`config.mk`:
```
export PLATFORM = sky130hd
export DESIGN_NAME = spiral_layer_bit_placer_unit
export DESIGN_NICKNAME = d
export VERILOG_FILES = /design/src/rtl/slbp_pkg.sv /design/src/rtl/spiral_layer_bit_placer_unit.sv /design/src/rtl/slbp_step.sv
export VERILOG_INCLUDE_DIRS = /design/src /design/src/rtl
export SDC_FILE = /design/constraint.sdc
export NUM_CORES = 1
export LEC_CHECK = 0
export ABC_AREA = 1
export ABC_CLOCK_PERIOD_IN_PS = 6200
export BUFFER_PORTS_ARGS = -buffer_cell sky130_fd_sc_hd__buf_4
export CAP_MARGIN = 20
export CORE_AREA = 3 3 128 118
export DETAILED_ROUTE_END_ITERATION = 6
export DIE_AREA = 0 0 131 121
export PLACE_DENSITY_LB_ADDON = 0.3
export SLEW_MARGIN = 15
export SYNTH_ARGS = -nofsm -noshare
export SYNTH_HDL_FRONTEND = slang
export SYNTH_SLANG_ARGS = --single-unit
export TNS_END_PERCENT = 100
```
`constraint.sdc`:
```
create_clock -name clk -period 6.2 [get_ports clk]
set_input_delay 1.24 -clock clk [delete_from_list [all_inputs] [get_ports clk]]
set_output_delay 1.24 -clock clk [all_outputs]
set_load 0.005 [all_outputs]
```
`src/rtl/spiral_layer_bit_placer_unit_macros.svh`:
```
// Assertion helpers for the spiral layer bit placer.
// Both macros expect a clock named clk and an active-low reset named rst_n in scope.
`ifndef SPIRAL_LAYER_BIT_PLACER_UNIT_MACROS_SVH
`define SPIRAL_LAYER_BIT_PLACER_UNIT_MACROS_SVH

// Consequent must hold in the same cycle as the antecedent.
`define SLBP_ASSERT_SAME(label, ante, cons, msg) \
  label: assert property (@(posedge clk) disable iff (!rst_n) (ante) |-> (cons)) \
    else $error(msg);

// Consequent must hold in the cycle after the antecedent.
`define SLBP_ASSERT_NEXT(label, ante, cons, msg) \
  label: assert property (@(posedge clk) disable iff (!rst_n) (ante) |=> (cons)) \
    else $error(msg);

`endif

```
`src/rtl/slbp_pkg.sv`:
```
`timescale 1ns / 1ps
`default_nettype none

package slbp_pkg;

  // Width of the signed coordinates on the result word.
  localparam int COORD_BITS = 8;

  // Largest layer height the spiral may reach.
  localparam logic [7:0] MAX_HEIGHT = 8'd255;

  // Configuration port layout.
  localparam int CFG_IDX_W  = 1;
  localparam int CFG_DATA_W = 8;

  localparam logic [CFG_IDX_W-1:0] CFG_RING_WIDTH   = 1'b0;
  localparam logic [CFG_IDX_W-1:0] CFG_FIRST_HEIGHT = 1'b1;

  // Side numbers of a layer.
  localparam logic [1:0] SIDE_DIRECT  = 2'd0;
  localparam logic [1:0] SIDE_SWAP_R  = 2'd1;
  localparam logic [1:0] SIDE_NEG_ALL = 2'd2;
  localparam logic [1:0] SIDE_SWAP_C  = 2'd3;

  typedef logic [COORD_BITS-1:0] coord_t;

  typedef struct packed {
    logic data_bit;
    logic end_of_symbol;
  } slbp_in_t;

  typedef struct packed {
    logic signed [COORD_BITS-1:0] col;
    logic signed [COORD_BITS-1:0] row;
    logic                         module_bit;
    logic                         final_res;
    logic                         overflow;
  } slbp_out_t;

  // Walk position within the spiral.
  typedef struct packed {
    logic [7:0] layer_height;
    logic [1:0] side_index;
    logic [7:0] along_count;
    logic [3:0] across_count;
    logic       overflowed;
    logic       start_pending;
  } slbp_state_t;

endpackage

`default_nettype wire

```
`src/rtl/spiral_layer_bit_placer_unit.sv`:
```
`timescale 1ns / 1ps
`default_nettype none

// Spiral layer bit placer.
// Each input word carries one data bit and an end-of-symbol mark. The block
// answers with one result word: the signed column and row, relative to the
// symbol center, where the bit lands in a clockwise square spiral of layers,
// the bit itself, the end mark and an overflow flag for a spiral that has
// grown past a height of 255 (coordinates then read as zero).
// A word accepted at one edge is offered on the result channel in the next
// cycle. Throughput is one word per cycle while the receiver takes every result;
// the walk position is updated by a single pass of logic, and one result
// register separates the two channels. When the receiver stalls, the result
// holds and in_ready falls until the held word is taken; a new word is
// accepted in the same cycle as the held word leaves.
// Configuration (layer width, first height) is written through the cfg port,
// which is always ready, and is meant to change only while the block is idle.
// Reset empties the result register, sets the width to 2 and the first height
// to 15, and arms a spiral start for the first word.
module spiral_layer_bit_placer_unit (
  input  logic                                   clk,
  input  logic                                   rst_n,
  input  logic                                   in_valid,
  output logic                                   in_ready,
  input  slbp_pkg::slbp_in_t                     in_data,
  output logic                                   out_valid,
  input  logic                                   out_ready,
  output slbp_pkg::slbp_out_t                    out_data,
  input  logic                                   cfg_valid,
  output logic                                   cfg_ready,
  input  logic [slbp_pkg::CFG_IDX_W-1:0]         cfg_index,
  input  logic [slbp_pkg::CFG_DATA_W-1:0]        cfg_data
);
  import slbp_pkg::*;

  logic [3:0]  ring_width_r;
  logic [7:0]  first_height_r;
  slbp_state_t state_r;
  slbp_state_t state_nxt;
  slbp_out_t   result_nxt;
  slbp_out_t   out_data_r;
  logic        out_valid_r;
  logic        in_fire;

  assign in_ready  = !out_valid_r || out_ready;
  assign in_fire   = in_valid && in_ready;
  assign cfg_ready = 1'b1;
  assign out_valid = out_valid_r;
  assign out_data  = out_data_r;

  // Configuration registers.
  always_ff @(posedge clk) begin
    if (!rst_n) begin
      ring_width_r   <= 4'd2;
      first_height_r <= 8'd15;
    end else if (cfg_valid) begin
      unique case (cfg_index)
        CFG_RING_WIDTH:   ring_width_r   <= cfg_data[3:0];
        CFG_FIRST_HEIGHT: first_height_r <= cfg_data[7:0];
        default: ;
      endcase
    end
  end

  slbp_step u_step (
    .cur          (state_r),
    .ring_width   (ring_width_r),
    .first_height (first_height_r),
    .item         (in_data),
    .nxt          (state_nxt),
    .result       (result_nxt)
  );

  // Walk position advances once per accepted word.
  always_ff @(posedge clk) begin
    if (!rst_n) begin
      state_r.layer_height  <= 8'd0;
      state_r.side_index    <= SIDE_DIRECT;
      state_r.along_count   <= 8'd0;
      state_r.across_count  <= 4'd0;
      state_r.overflowed    <= 1'b0;
      state_r.start_pending <= 1'b1;
    end else if (in_fire) begin
      state_r <= state_nxt;
    end
  end

  // Result register.
  always_ff @(posedge clk) begin
    if (!rst_n) begin
      out_valid_r <= 1'b0;
    end else if (in_fire) begin
      out_valid_r <= 1'b1;
    end else if (out_ready) begin
      out_valid_r <= 1'b0;
    end
  end

  always_ff @(posedge clk) begin
    if (in_fire) begin
      out_data_r <= result_nxt;
    end
  end

`include "spiral_layer_bit_placer_unit_macros.svh"

  `SLBP_ASSERT_NEXT(a_result_follows, in_fire, out_valid, "accepted word gave no result")
  `SLBP_ASSERT_SAME(a_ovf_zero_pos, out_valid && out_data.overflow, (out_data.col == '0) && (out_data.row == '0), "overflow result with nonzero position")
  `SLBP_ASSERT_NEXT(a_eos_rearms, in_fire && in_data.end_of_symbol, state_r.start_pending, "end of symbol did not arm a restart")

endmodule

`default_nettype wire

```
`src/rtl/slbp_step.sv`:
```
`timescale 1ns / 1ps
`default_nettype none

// Placement of one word: computes its coordinates from the current walk
// position and the next walk position.
module slbp_step (
  input  slbp_pkg::slbp_state_t cur,
  input  logic [3:0]            ring_width,
  input  logic [7:0]            first_height,
  input  slbp_pkg::slbp_in_t    item,
  output slbp_pkg::slbp_state_t nxt,
  output slbp_pkg::slbp_out_t   result
);
  import slbp_pkg::*;

  logic [3:0] w;
  logic [7:0] w8;
  logic [7:0] h;
  logic [1:0] side;
  logic [7:0] along;
  logic [3:0] across;
  logic       ovf;
  logic [8:0] grow_a;
  logic [8:0] grow_b;
  logic [8:0] grow_c;
  logic [7:0] half;
  logic       e;
  logic [7:0] len;
  logic [8:0] along_inc;
  logic [4:0] across_inc;
  coord_t     x;
  coord_t     y;
  coord_t     col;
  coord_t     row;
  coord_t     pos_ovf;

  always_comb begin
    // A zero width behaves as a width of one.
    w  = (ring_width == 4'd0) ? 4'd1 : ring_width;
    w8 = {4'b0, w};

    h      = cur.layer_height;
    side   = cur.side_index;
    along  = cur.along_count;
    across = cur.across_count;
    ovf    = cur.overflowed;

    // Spiral start loads the first height and clears the walk.
    if (cur.start_pending) begin
      h      = first_height;
      side   = SIDE_DIRECT;
      along  = 8'd0;
      across = 4'd0;
      ovf    = 1'b0;
    end

    // A layer thinner than the width holds nothing and is skipped.
    grow_a = {1'b0, h} + {4'b0, w, 1'b0};
    if (!ovf && (h < w8)) begin
      if (grow_a > {1'b0, MAX_HEIGHT}) begin
        ovf = 1'b1;
      end else begin
        h = grow_a[7:0];
      end
      side   = SIDE_DIRECT;
      along  = 8'd0;
      across = 4'd0;
    end

    result.overflow = ovf;
    col = '0;
    row = '0;

    half       = h >> 1;
    e          = ~h[0];
    len        = h - w8;
    along_inc  = {1'b0, along} + 9'd1;
    across_inc = {1'b0, across} + 5'd1;
    grow_b     = {1'b0, h} + {4'b0, w, 1'b0};
    grow_c     = grow_b;

    x = coord_t'(w) - coord_t'(half) + coord_t'(along);
    y = coord_t'(h) - coord_t'(half) - coord_t'(w) + coord_t'(across);
    pos_ovf = coord_t'(e);

    if (!ovf) begin
      if (h == w8) begin
        // Single centre module: placed at the origin, then the next layer.
        if (grow_c > {1'b0, MAX_HEIGHT}) begin
          ovf = 1'b1;
        end else begin
          h = grow_c[7:0];
        end
        side   = SIDE_DIRECT;
        along  = 8'd0;
        across = 4'd0;
      end else begin
        // Map the side-0 position onto the current side.
        unique case (side)
          SIDE_DIRECT: begin
            col = x;
            row = y;
          end
          SIDE_SWAP_R: begin
            col = y;
            row = '0 - (x + pos_ovf);
          end
          SIDE_NEG_ALL: begin
            col = '0 - (x + pos_ovf);
            row = '0 - (y + pos_ovf);
          end
          SIDE_SWAP_C: begin
            col = '0 - (y + pos_ovf);
            row = x;
          end
          default: begin
            col = x;
            row = y;
          end
        endcase

        // Step across the thickness, then along the side, then to the next side.
        if (across_inc >= {1'b0, w}) begin
          across = 4'd0;
          if (along_inc >= {1'b0, len}) begin
            along = 8'd0;
            if (side == SIDE_SWAP_C) begin
              if (grow_b > {1'b0, MAX_HEIGHT}) begin
                ovf = 1'b1;
              end else begin
                h = grow_b[7:0];
              end
              side = SIDE_DIRECT;
            end else begin
              side = side + 2'd1;
            end
          end else begin
            along = along_inc[7:0];
          end
        end else begin
          across = across_inc[3:0];
        end
      end
    end

    result.col        = col;
    result.row        = row;
    result.module_bit = item.data_bit;
    result.final_res  = item.end_of_symbol;

    nxt.layer_height  = h;
    nxt.side_index    = side;
    nxt.along_count   = along;
    nxt.across_count  = across;
    nxt.overflowed    = ovf;
    nxt.start_pending = item.end_of_symbol;
  end

endmodule

`default_nettype wire

```
==> metrics.txt, run 1 <==
status=finished, final reports clean; DRT Wirelength=16600 µm; Worst Hold Path Cells=2; Clock Latency Late Sink=0.32 ns; number of global-route vias before repair=5323; leakage=3.46 nW; DR WL/cell=15.0 µm; PD cells=372 nW/µm²; Mapped Area=6210 µm²; row count=41; Buf/Inv on CP=6; Synth Flop Type=dfxtp_1; Final GP Congestion=0.924; synthesized area per cell=7.02 µm²; Post-DP HPWL=12800 µm; CP max FO=13; Congestion Overflow GR=0; Post-CTS Hold Fix Bufs=0; FF+latch count, synth=56; Max VDD drop=208 µV; CTS buffer count=5; Net Count, Synth=986; Startpoint Class=register; worst flop-to-flop path startpoint=state_r[0]; sequential cell area fraction in the yosys report=21.1%; slowest cell on the critical path=fa_1; via count=5750; crit path time final=5.75 ns; clk_skew=0.0103 ns; I/O pin count=38; Area Overhead vs Synth=10.7%; largest net degree at the start of global routing=47; final hold vios=0; clk buf depth=2; Syn Inst Count=884; sum of negative setup slack=0 ns; CTS tree=done; Worst Reg2Reg Path Length in Cells=33; Clock Sinks=56; Max Cap Viol=0; Die W=131 µm; Initial DRC Count=496; Slew @ Worst Pin=0.690 ns; ys async rst share=0%; Arr. time, crit path=5.83 ns; Setup Viol. Count Final=0; Detail Route Antenna Nets=0; fin nets=1019; die area=15900 µm²; crit-path most repeated cell=nand2_1; Antenna diodes=0; hold path startpoint=first_height_r[5]; synth warn=0; fin crit share=92.8%; H-tree depth=2; crit end category=register; Top delay family on crit path=adder cells; port bufs=36; Fill cells=1369; worst min-delay path class=register to register; Slew Limit Fails=0; CP Class=register to register; initial antenna violation count=0; maximum clock frequency=174 MHz; worst reg-to-reg setup slack=0.45 ns; R2R Path End=out_data[18]; Core Util, Final=49.4%; number of flops mapped to enable cells by yosys=19; layout cells sized above 1=16.6%; global-route wire length before repair=27100 µm; Synth cell types=52; GRT Overall Usage=21.5%; Starting Density=44.6%; chip height=121 µm; Hold Path End=first_height_r[5]; vias per cell=5.18; first drt pass iteration count=6; clk root buf=clkbuf_16; DRC Markers=0; core area=13900 µm²; worst rel slew slack=53.9%; CP peak stage delay=0.44 ns; Required @ worst endpoint=6.28 ns; Clock transition at path regs=0.08 ns
## placed cells by master (no fill, tap or decap), drive strengths merged, types with 2 or more instances in the layout
master  instances
nand2         249
inv           148
a21oi          77
ha             75
nand3          57
o21ai          54
buf            52
nor2           47
dfxtp          37
xor2           19
edfxtp         19
fa             11
xnor2           8
nand4           8
o211ai          8
a31oi           7
clkbuf          6
a221oi          5
o21bai          4
nor3            4
or2             4
o221ai          3
nand3b          3
clkinv          3
a21o            2
a21boi          2
## metal layers
metal | up-vias | share of wire [%] | GRT usage, %
li1 | 2938 | - | -
met3 | 29 | 6.3 | 2.82
met2 | 197 | 45 | 33.5
met1 | 2586 | 47 | 30.8
met5 | - | 0 | 0
met4 | 0 | 2.2 | 6.49
## worst reg2reg max path: cells and delay by family (launching register included)
family          cells  cell delay [ns]
fa+ha+maj           6             2.12
compound gates      7             1.19
simple gates       13             1.00
buf+inv             6             0.57
flops               1             0.36
xor+xnor            1             0.29
## worst max path at each step
| stage | endpoint | slack [ns] | cells past startpoint | start |
|---|---|---|---|---|
| 2_1_floorplan | out_data[10] | 0.53 | 35 | state_r[0] |
| 3_3_place_gp | out_data[10] | 0.34 | 34 | ring_width_r[1] |
| 6_report | out_data[18] | 0.45 | 33 | state_r[0] |
| 4_1_cts | out_data[18] | 0.17 | 34 | ring_width_r[1] |
| 3_5_place_dp | out_data[18] | 0.19 | 34 | ring_width_r[1] |
| 5_1_grt | out_data[10] | -0.01 | 34 | state_r[0] |
## repair_timing
action                                  in CTS  in global routing
gates resized for setup                      0                  6
setup buffers                                0                  0
endpoints found under the setup margin       0                  6
## logic make-up after synthesis
group,after synthesis,share of synthesized area [%]
adders and majority gates,86,18.7
AOI/OAI and AO/OA,166,16.0
and+or+nand+nor,373,28.6
DFF,56,21.1
xor gates and xnor gates,27,3.81
other,1,0.0604
buffers and inverters,175,11.7
## final cells by class
type                       count  area [µm²]  share of cell area [%]
sequential                    56        1310                    19.1
multi-input combinational    653        4190                    61.0
clock buffer                   6         150                    2.18
timing repair buffer          52         390                    5.68
clock inverter                 2        17.5                   0.255
inverter                     149         572                    8.32
tap                          193         241                    3.51
## sequential cells by signal, indices dropped and copies added (netlist names)
| name | count |
|---|---|
| ring_width_r | 4 |
| out_data | 19 |
| state_r | 24 |
| first_height_r | 8 |
| out_valid | 1 |
## metrics by stage
stage          instances  total power, mW  hold WS, ns  worst slack, ns  instance area (µm²)
2_1_floorplan        884             1.81        0.429            0.531                 6210
3_3_place_gp        1103             2.20        0.448            0.343                 6690
3_5_place_dp        1103             2.21        0.453            0.193                 6690
4_1_cts             1111             2.56        0.466            0.169                 6850
5_1_grt             1111             2.81        0.488          -0.0113                 6870
6_report            1111             2.56        0.461            0.448                 6870
## power by group
part	internal, mW	total (mW)	switching, mW
Clock	0.177	0.330	0.153
Sequential	0.466	0.490	0.0238
Combinational	0.665	1.74	1.07
## cells in the mapped netlist, types with 2 or more instances
library cell | n | area [µm²]
a21o_1 | 2 | 15.0
a21oi_1 | 65 | 325
a21oi_2 | 12 | 105
a221oi_1 | 5 | 43.8
a31oi_1 | 7 | 43.8
buf_1 | 2 | 7.51
buf_2 | 5 | 25.0
buf_4 | 2 | 15.0
buf_6 | 4 | 45.0
clkbuf_1 | 12 | 45.0
dfxtp_1 | 37 | 741
edfxtp_1 | 19 | 571
fa_1 | 11 | 220
ha_1 | 75 | 938
inv_1 | 134 | 503
inv_2 | 11 | 41.3
inv_6 | 2 | 17.5
nand2_1 | 217 | 815
nand2_2 | 27 | 169
nand2_4 | 2 | 22.5
nand2_8 | 3 | 60.1
nand3_1 | 50 | 250
nand3_2 | 5 | 50.1
nand3_4 | 2 | 35.0
nand3b_1 | 3 | 22.5
nand4_1 | 8 | 50.1
nor2_1 | 36 | 135
nor2_2 | 5 | 31.3
nor2_4 | 4 | 45.0
nor2_8 | 2 | 40.0
nor3_1 | 4 | 20.0
o211ai_1 | 8 | 60.1
o21ai_0 | 39 | 195
o21ai_1 | 7 | 35.0
o21ai_2 | 8 | 70.1
o21bai_1 | 4 | 30.0
o221ai_1 | 3 | 26.3
or2_2 | 3 | 18.8
xnor2_1 | 8 | 70.1
xor2_1 | 19 | 166
Power figures use the tool's default switching activity.
==> inputs of run 2 (changes only) <==
--- a/config.mk
+++ b/config.mk
@@ -14,6 +14,7 @@
 export DETAILED_ROUTE_END_ITERATION = 6
 export DIE_AREA = 0 0 131 121
 export PLACE_DENSITY_LB_ADDON = 0.3
+export RECOVER_POWER = 25
 export SLEW_MARGIN = 15
 export SYNTH_ARGS = -nofsm -noshare
 export SYNTH_HDL_FRONTEND = slang
==> run 2 against run 1 <==
Global-route usage is the same. Clock power is essentially flat. Worst setup slack better by 0.023 ns. Combinational power about the same. Largest cell class unchanged.
==> metrics.txt, run 2 (same netlist as run 1, synthesis figures left out) <==
I/O pin count=38 (unchanged); row count=41 (unchanged); placed cell count=1103 (unchanged); DR WL/cell=14.9 µm (was 15.0 µm); final cell count without fillers=1111 (unchanged); clk root buf=clkbuf_16 (unchanged); Resized cells post-CTS=0 (unchanged); fin crit share=92.4% (was 92.8%); Max Cap Viol=0 (unchanged); fin area=6870 µm² (about the same); Multi-input gate area=4190 µm² (unchanged); core area=13900 µm² (unchanged); Clk pwr share=12.9% (about the same); initial antenna violation count=0 (unchanged); Clock Sinks=56 (unchanged); Buf/Inv on CP=6 (unchanged); CP peak stage delay=0.44 ns (about the same); GRT Overall Usage=21.5% (unchanged); most common cell after layout, fill and taps aside=nand2_1 (unchanged); number of global-route vias before repair=5323 (unchanged); clk_skew=0.00819 ns (was 0.0103 ns); largest reg by FF count=state_r (unchanged); cell-internal power=1.30 mW (was 1.31 mW); CTS buffer count=5 (unchanged); layout cells sized above 1=16.3% (was 16.6%); vias per cell=5.14 (was 5.18); routed wl met3=887 µm (was 1050 µm); placed cell area=6690 µm² (unchanged); Clock transition at path regs=0.08 ns (about the same); status=finished, final reports clean (unchanged); DRT Wirelength=16600 µm (about the same); Die W=131 µm (unchanged); crit path time final=5.73 ns (was 5.75 ns); Fill cells=1371 (was 1369); Startpoint Class=register (unchanged); Area Overhead vs Synth=10.6% (was 10.7%); clk buf depth=2 (unchanged); Detail Route Antenna Nets=0 (unchanged); crit end category=register (unchanged); global-route wire length before repair=27100 µm (unchanged); DR top layer=met4 (unchanged); Switching Share=48.9% (about the same); Psw=1.25 mW (about the same); met2 WL=7450 µm (was 7410 µm); Initial DRC Count=470 (was 496); most frequent cells in the layout=nand2_1, inv_1, ha_1 (unchanged); port bufs=36 (unchanged); Starting Density=44.6% (unchanged); first drt pass iteration count=7 (was 6); total power draw=2.55 mW (was 2.56 mW); Top delay family on crit path=adder cells (unchanged); Post-DP HPWL=12800 µm (unchanged); Max VDD drop=206 µV (was 208 µV); max reg flops=24 (unchanged); Comb power frac=68.0% (was 67.9%); worst rel slew slack=10.4% (was 53.9%); Seq pwr share=19.2% (about the same); Register Area=1310 µm² (unchanged); leakage=3.45 nW (was 3.46 nW); final hold vios=0 (unchanged); maximum clock frequency=175 MHz (was 174 MHz); sum of negative setup slack=0 ns (unchanged); Final GP Congestion=0.924 (unchanged); worst min-delay path class=register to register (unchanged); PD cells=372 nW/µm² (about the same); Congestion Overflow GR=0 (unchanged); H-tree depth=2 (unchanged); CP Class=register to register (unchanged); die area=15900 µm² (unchanged); postcts setup bufs=0 (unchanged); Post-CTS Hold Fix Bufs=0 (unchanged); Setup Viol. Count Final=0 (unchanged); slowest cell on the critical path=fa_1 (unchanged); crit-path most repeated cell=nand2_1 (unchanged); via count=5712 (was 5750); CP max FO=9 (was 13); Slew @ Worst Pin=1.34 ns (was 0.690 ns); Clock Latency Late Sink=0.31 ns (was 0.32 ns); Core Util, Final=49.4% (about the same); Arr. time, crit path=5.80 ns (was 5.83 ns); fin nets=1019 (unchanged); CTS tree=done (unchanged); largest net degree at the start of global routing=47 (unchanged); M1 WL=7900 µm (was 7810 µm); Required @ worst endpoint=6.28 ns (about the same); Antenna diodes=0 (unchanged); chip height=121 µm (unchanged); Slew Limit Fails=0 (unchanged); DRC Markers=0 (unchanged)
==> run 2: cell types whose count changed in the layout (fill, tap and decap cells not counted), sizes merged <==
cell,previous run,this run
clkbuf,6,18
buf,52,40
==> run 2: layer usage <==
layer | up-vias | track usage [%]
li1 | 2936 | -
met4 | 0 | 6.49
met5 | - | 0
met1 | 2581 | 30.8
met3 | 30 | 2.82
met2 | 165 | 33.5
==> run 2: through the flow <==
step                hold slack, ns  worst slack, ns
floorplan                    0.429            0.531
global placement             0.448            0.343
detailed placement           0.453            0.193
CTS                          0.466            0.169
global route                 0.488          -0.0113
finish                       0.461            0.471
==> run 2: path summary, 6_finish.rpt <==
kind | startpoint | endpoint | slack [ns] | cells after the start
max | state_r[0] | out_data[18] | 0.47 | 34
min | first_height_r[5] | first_height_r[5] | 0.46 | 2
min reg2reg | first_height_r[5] | first_height_r[5] | 0.46 | 2
max reg2reg | state_r[0] | out_data[18] | 0.47 | 34
==> run 2: final cells by class <==
| class | instances | share of cell area (%) |
|---|---|---|
| tap | 193 | 3.52 |
| inverter | 149 | 8.33 |
| timing repair buffer | 52 | 5.58 |
| sequential | 56 | 19.1 |
| multi-input combinational | 653 | 61.0 |
| clock inverter | 2 | 0.255 |
| clock buffer | 6 | 2.19 |
==> run 2: worst reg2reg max path: cells and delay by family, from the launching register on <==
| kind | cells | cell delay [ns] |
|---|---|---|
| buf+inv | 6 | 0.42 |
| simple gates | 14 | 1.19 |
| compound gates | 7 | 1.06 |
| xor+xnor | 1 | 0.29 |
| fa+ha+maj | 6 | 2.12 |
| flops | 1 | 0.43 |
==> run 2: power groups by stage <==
stage	Sequential, mW	Clock (mW)	Combinational [mW]
3_5_place_dp	0.499	0	1.71
5_1_grt	0.496	0.346	1.97
2_1_floorplan	0.498	0	1.31
6_report	0.490	0.328	1.74
4_1_cts	0.491	0.336	1.73
3_3_place_gp	0.499	0	1.70
==> inputs of run 3 (changes only) <==
--- a/config.mk
+++ b/config.mk
@@ -7,7 +7,7 @@
 export NUM_CORES = 1
 export LEC_CHECK = 0
 export ABC_AREA = 1
-export ABC_CLOCK_PERIOD_IN_PS = 6200
+export ABC_CLOCK_PERIOD_IN_PS = 5800
 export BUFFER_PORTS_ARGS = -buffer_cell sky130_fd_sc_hd__buf_4
 export CAP_MARGIN = 20
 export CORE_AREA = 3 3 128 118
==> constraint.sdc (replaced) <==
create_clock -name clk -period 5.8 [get_ports clk]
set_input_delay 1.16 -clock clk [delete_from_list [all_inputs] [get_ports clk]]
set_output_delay 1.16 -clock clk [all_outputs]
set_load 0.005 [all_outputs]
==> run 3 against run 2 <==
Global-route usage is 0.56 points lower. Critical path depth is 1 lower. Clock skew is 0.0025 ns lower. Total power is 10% higher. Worst hold slack worse by 0.0024 ns. Register-to-register slack worse by 0.14 ns. Sequential power is 6.5% higher. Largest power group unchanged. Highest routed layer unchanged.
==> metrics.txt, run 3 (same netlist as run 1, synthesis figures left out) <==
largest net degree at the start of global routing=47 (unchanged); CP max FO=8 (was 9); Detail Route Antenna Nets=0 (unchanged); Clock Latency Late Sink=0.31 ns (about the same); CTS tree=done (unchanged); Final GP Congestion=0.937 (was 0.924); worst rel slew slack=37.3% (was 10.4%); layout cells sized above 1=18.0% (was 16.3%); Multi-input gate area=4210 µm² (was 4190 µm²); DRT Wirelength=16000 µm (was 16600 µm); crit-path most repeated cell=inv_1 (was nand2_1); Setup Viol. Count Final=0 (unchanged); initial antenna violation count=0 (unchanged); final hold slack=0.459 ns (was 0.461 ns); Fill cells=1388 (was 1371); global-route wire length before repair=26600 µm (was 27100 µm); worst min-delay path class=register to register (unchanged); Top delay family on crit path=adder cells (unchanged); Post-DP HPWL=12700 µm (was 12800 µm); clk buf depth=2 (unchanged); max reg flops=24 (unchanged); clk_skew=0.00569 ns (was 0.00819 ns); fin nets=1028 (was 1019); maximum clock frequency=183 MHz (was 175 MHz); Congestion Overflow GR=0 (unchanged); CP peak stage delay=0.49 ns (was 0.44 ns); row count=41 (unchanged); core area=13900 µm² (unchanged); slowest cell on the critical path=fa_1 (unchanged); Clock transition at path regs=0.08 ns (about the same); Register Area=1310 µm² (unchanged); met3 GRT Util=2.77% (was 2.82%); status=finished, final reports clean (unchanged); port bufs=36 (unchanged); CP Class=register to register (unchanged); Initial DRC Count=411 (was 470); DRC Markers=0 (unchanged); crit path time final=5.47 ns (was 5.73 ns); via count=5719 (was 5712); post-placement setup slack=0.134 ns (was 0.193 ns); Die W=131 µm (unchanged); first drt pass iteration count=5 (was 7); number of global-route vias before repair=5375 (was 5323); chip height=121 µm (unchanged); DR WL/cell=14.3 µm (was 14.9 µm); Slew Limit Fails=0 (unchanged); Required @ worst endpoint=5.84 ns (was 6.28 ns); global route hottest layer=met2 (unchanged); placed cell count=1111 (was 1103); Area Overhead vs Synth=11.8% (was 10.6%); fin crit share=94.3% (was 92.4%); PD cells=405 nW/µm² (was 372 nW/µm²); final hold vios=0 (unchanged); Starting Density=44.6% (unchanged); met2 usage=34.6% (was 33.5%); crit end category=register (unchanged); most frequent cells in the layout=nand2_1, inv_1, ha_1 (unchanged); Max Cap Viol=0 (unchanged); final setup margin=0.328 ns (was 0.471 ns); most common cell after layout, fill and taps aside=nand2_1 (unchanged); Slew @ Worst Pin=0.939 ns (was 1.34 ns); GRT Overall Usage=20.9% (was 21.5%); M1 GR Usage=28.9% (was 30.8%); CTS buffer count=5 (unchanged); final cell count without fillers=1120 (was 1111); Buf/Inv on CP=9 (was 6); vias per cell=5.11 (was 5.14); H-tree depth=2 (unchanged); largest reg by FF count=state_r (unchanged); Clock Sinks=56 (unchanged); sum of negative setup slack=0 ns (unchanged); Startpoint Class=register (unchanged); Max VDD drop=262 µV (was 206 µV); I/O pin count=38 (unchanged); die area=15900 µm² (unchanged); Arr. time, crit path=5.51 ns (was 5.80 ns); leakage=3.49 nW (was 3.45 nW); clk root buf=clkbuf_16 (unchanged); Antenna diodes=0 (unchanged)
run 3: power breakdown:
part / switching, mW / total, mW / internal (mW)
Combinational: 1.20 / 1.97 / 0.766
Clock: 0.160 / 0.322 / 0.162
Sequential: 0.0236 / 0.522 / 0.498
run 3: what timing repair did:
| action | in CTS | in global routing |
|---|---|---|
| buffers inserted | 0 | 1 |
| resized for setup | 0 | 16 |
| hold buffers | 0 | 0 |
| endpoints found under the setup margin | 0 | 6 |
run 3: routing by layer:
metal	part of all wire [%]	vias to the layer above	routed length, µm
li1	-	2946	-
met1	48	2606	7620
met2	47	153	7430
met3	4.8	14	765
met4	1.0	0	162
met5	0	-	0
run 3: worst reg2reg max path: cells and delay by family, from the launching register on:
family	cells	cell delay [ns]
AOI/OAI and AO/OA	7	1.02
xor gates and xnor gates	1	0.21
buffers and inverters	9	0.81
DFF	1	0.37
adders and majority gates	5	1.70
and+or+nand+nor	11	1.07
run 3: area by class of cell:
cell class / instances / share of cell area [%]
multi-input cells: 653 / 60.7
flip-flops and latches: 56 / 18.9
inverters: 149 / 8.24
repair buffers: 61 / 6.60
well taps: 193 / 3.48
clock buffers: 5 / 1.80
clock inverters: 3 / 0.306
run 3: final timing paths:
path	from	endpoint	slack (ns)	depth (start not counted)
setup / recovery	state_r[0]	out_data[8]	0.33	33
hold reg to reg	first_height_r[5]	first_height_r[5]	0.46	2
setup reg to reg	state_r[0]	out_data[8]	0.33	33
hold / removal	first_height_r[5]	first_height_r[5]	0.46	2
run 3: through the flow:
stage               area (µm²)  power, mW  utilization (%)
detailed placement        6750       2.39             48.5
global placement          6750       2.37             48.5
finish                    6940       2.81             49.9
CTS                       6890       2.72             49.6
floorplan                 6210       1.94                -
global route              6940       3.11             49.9
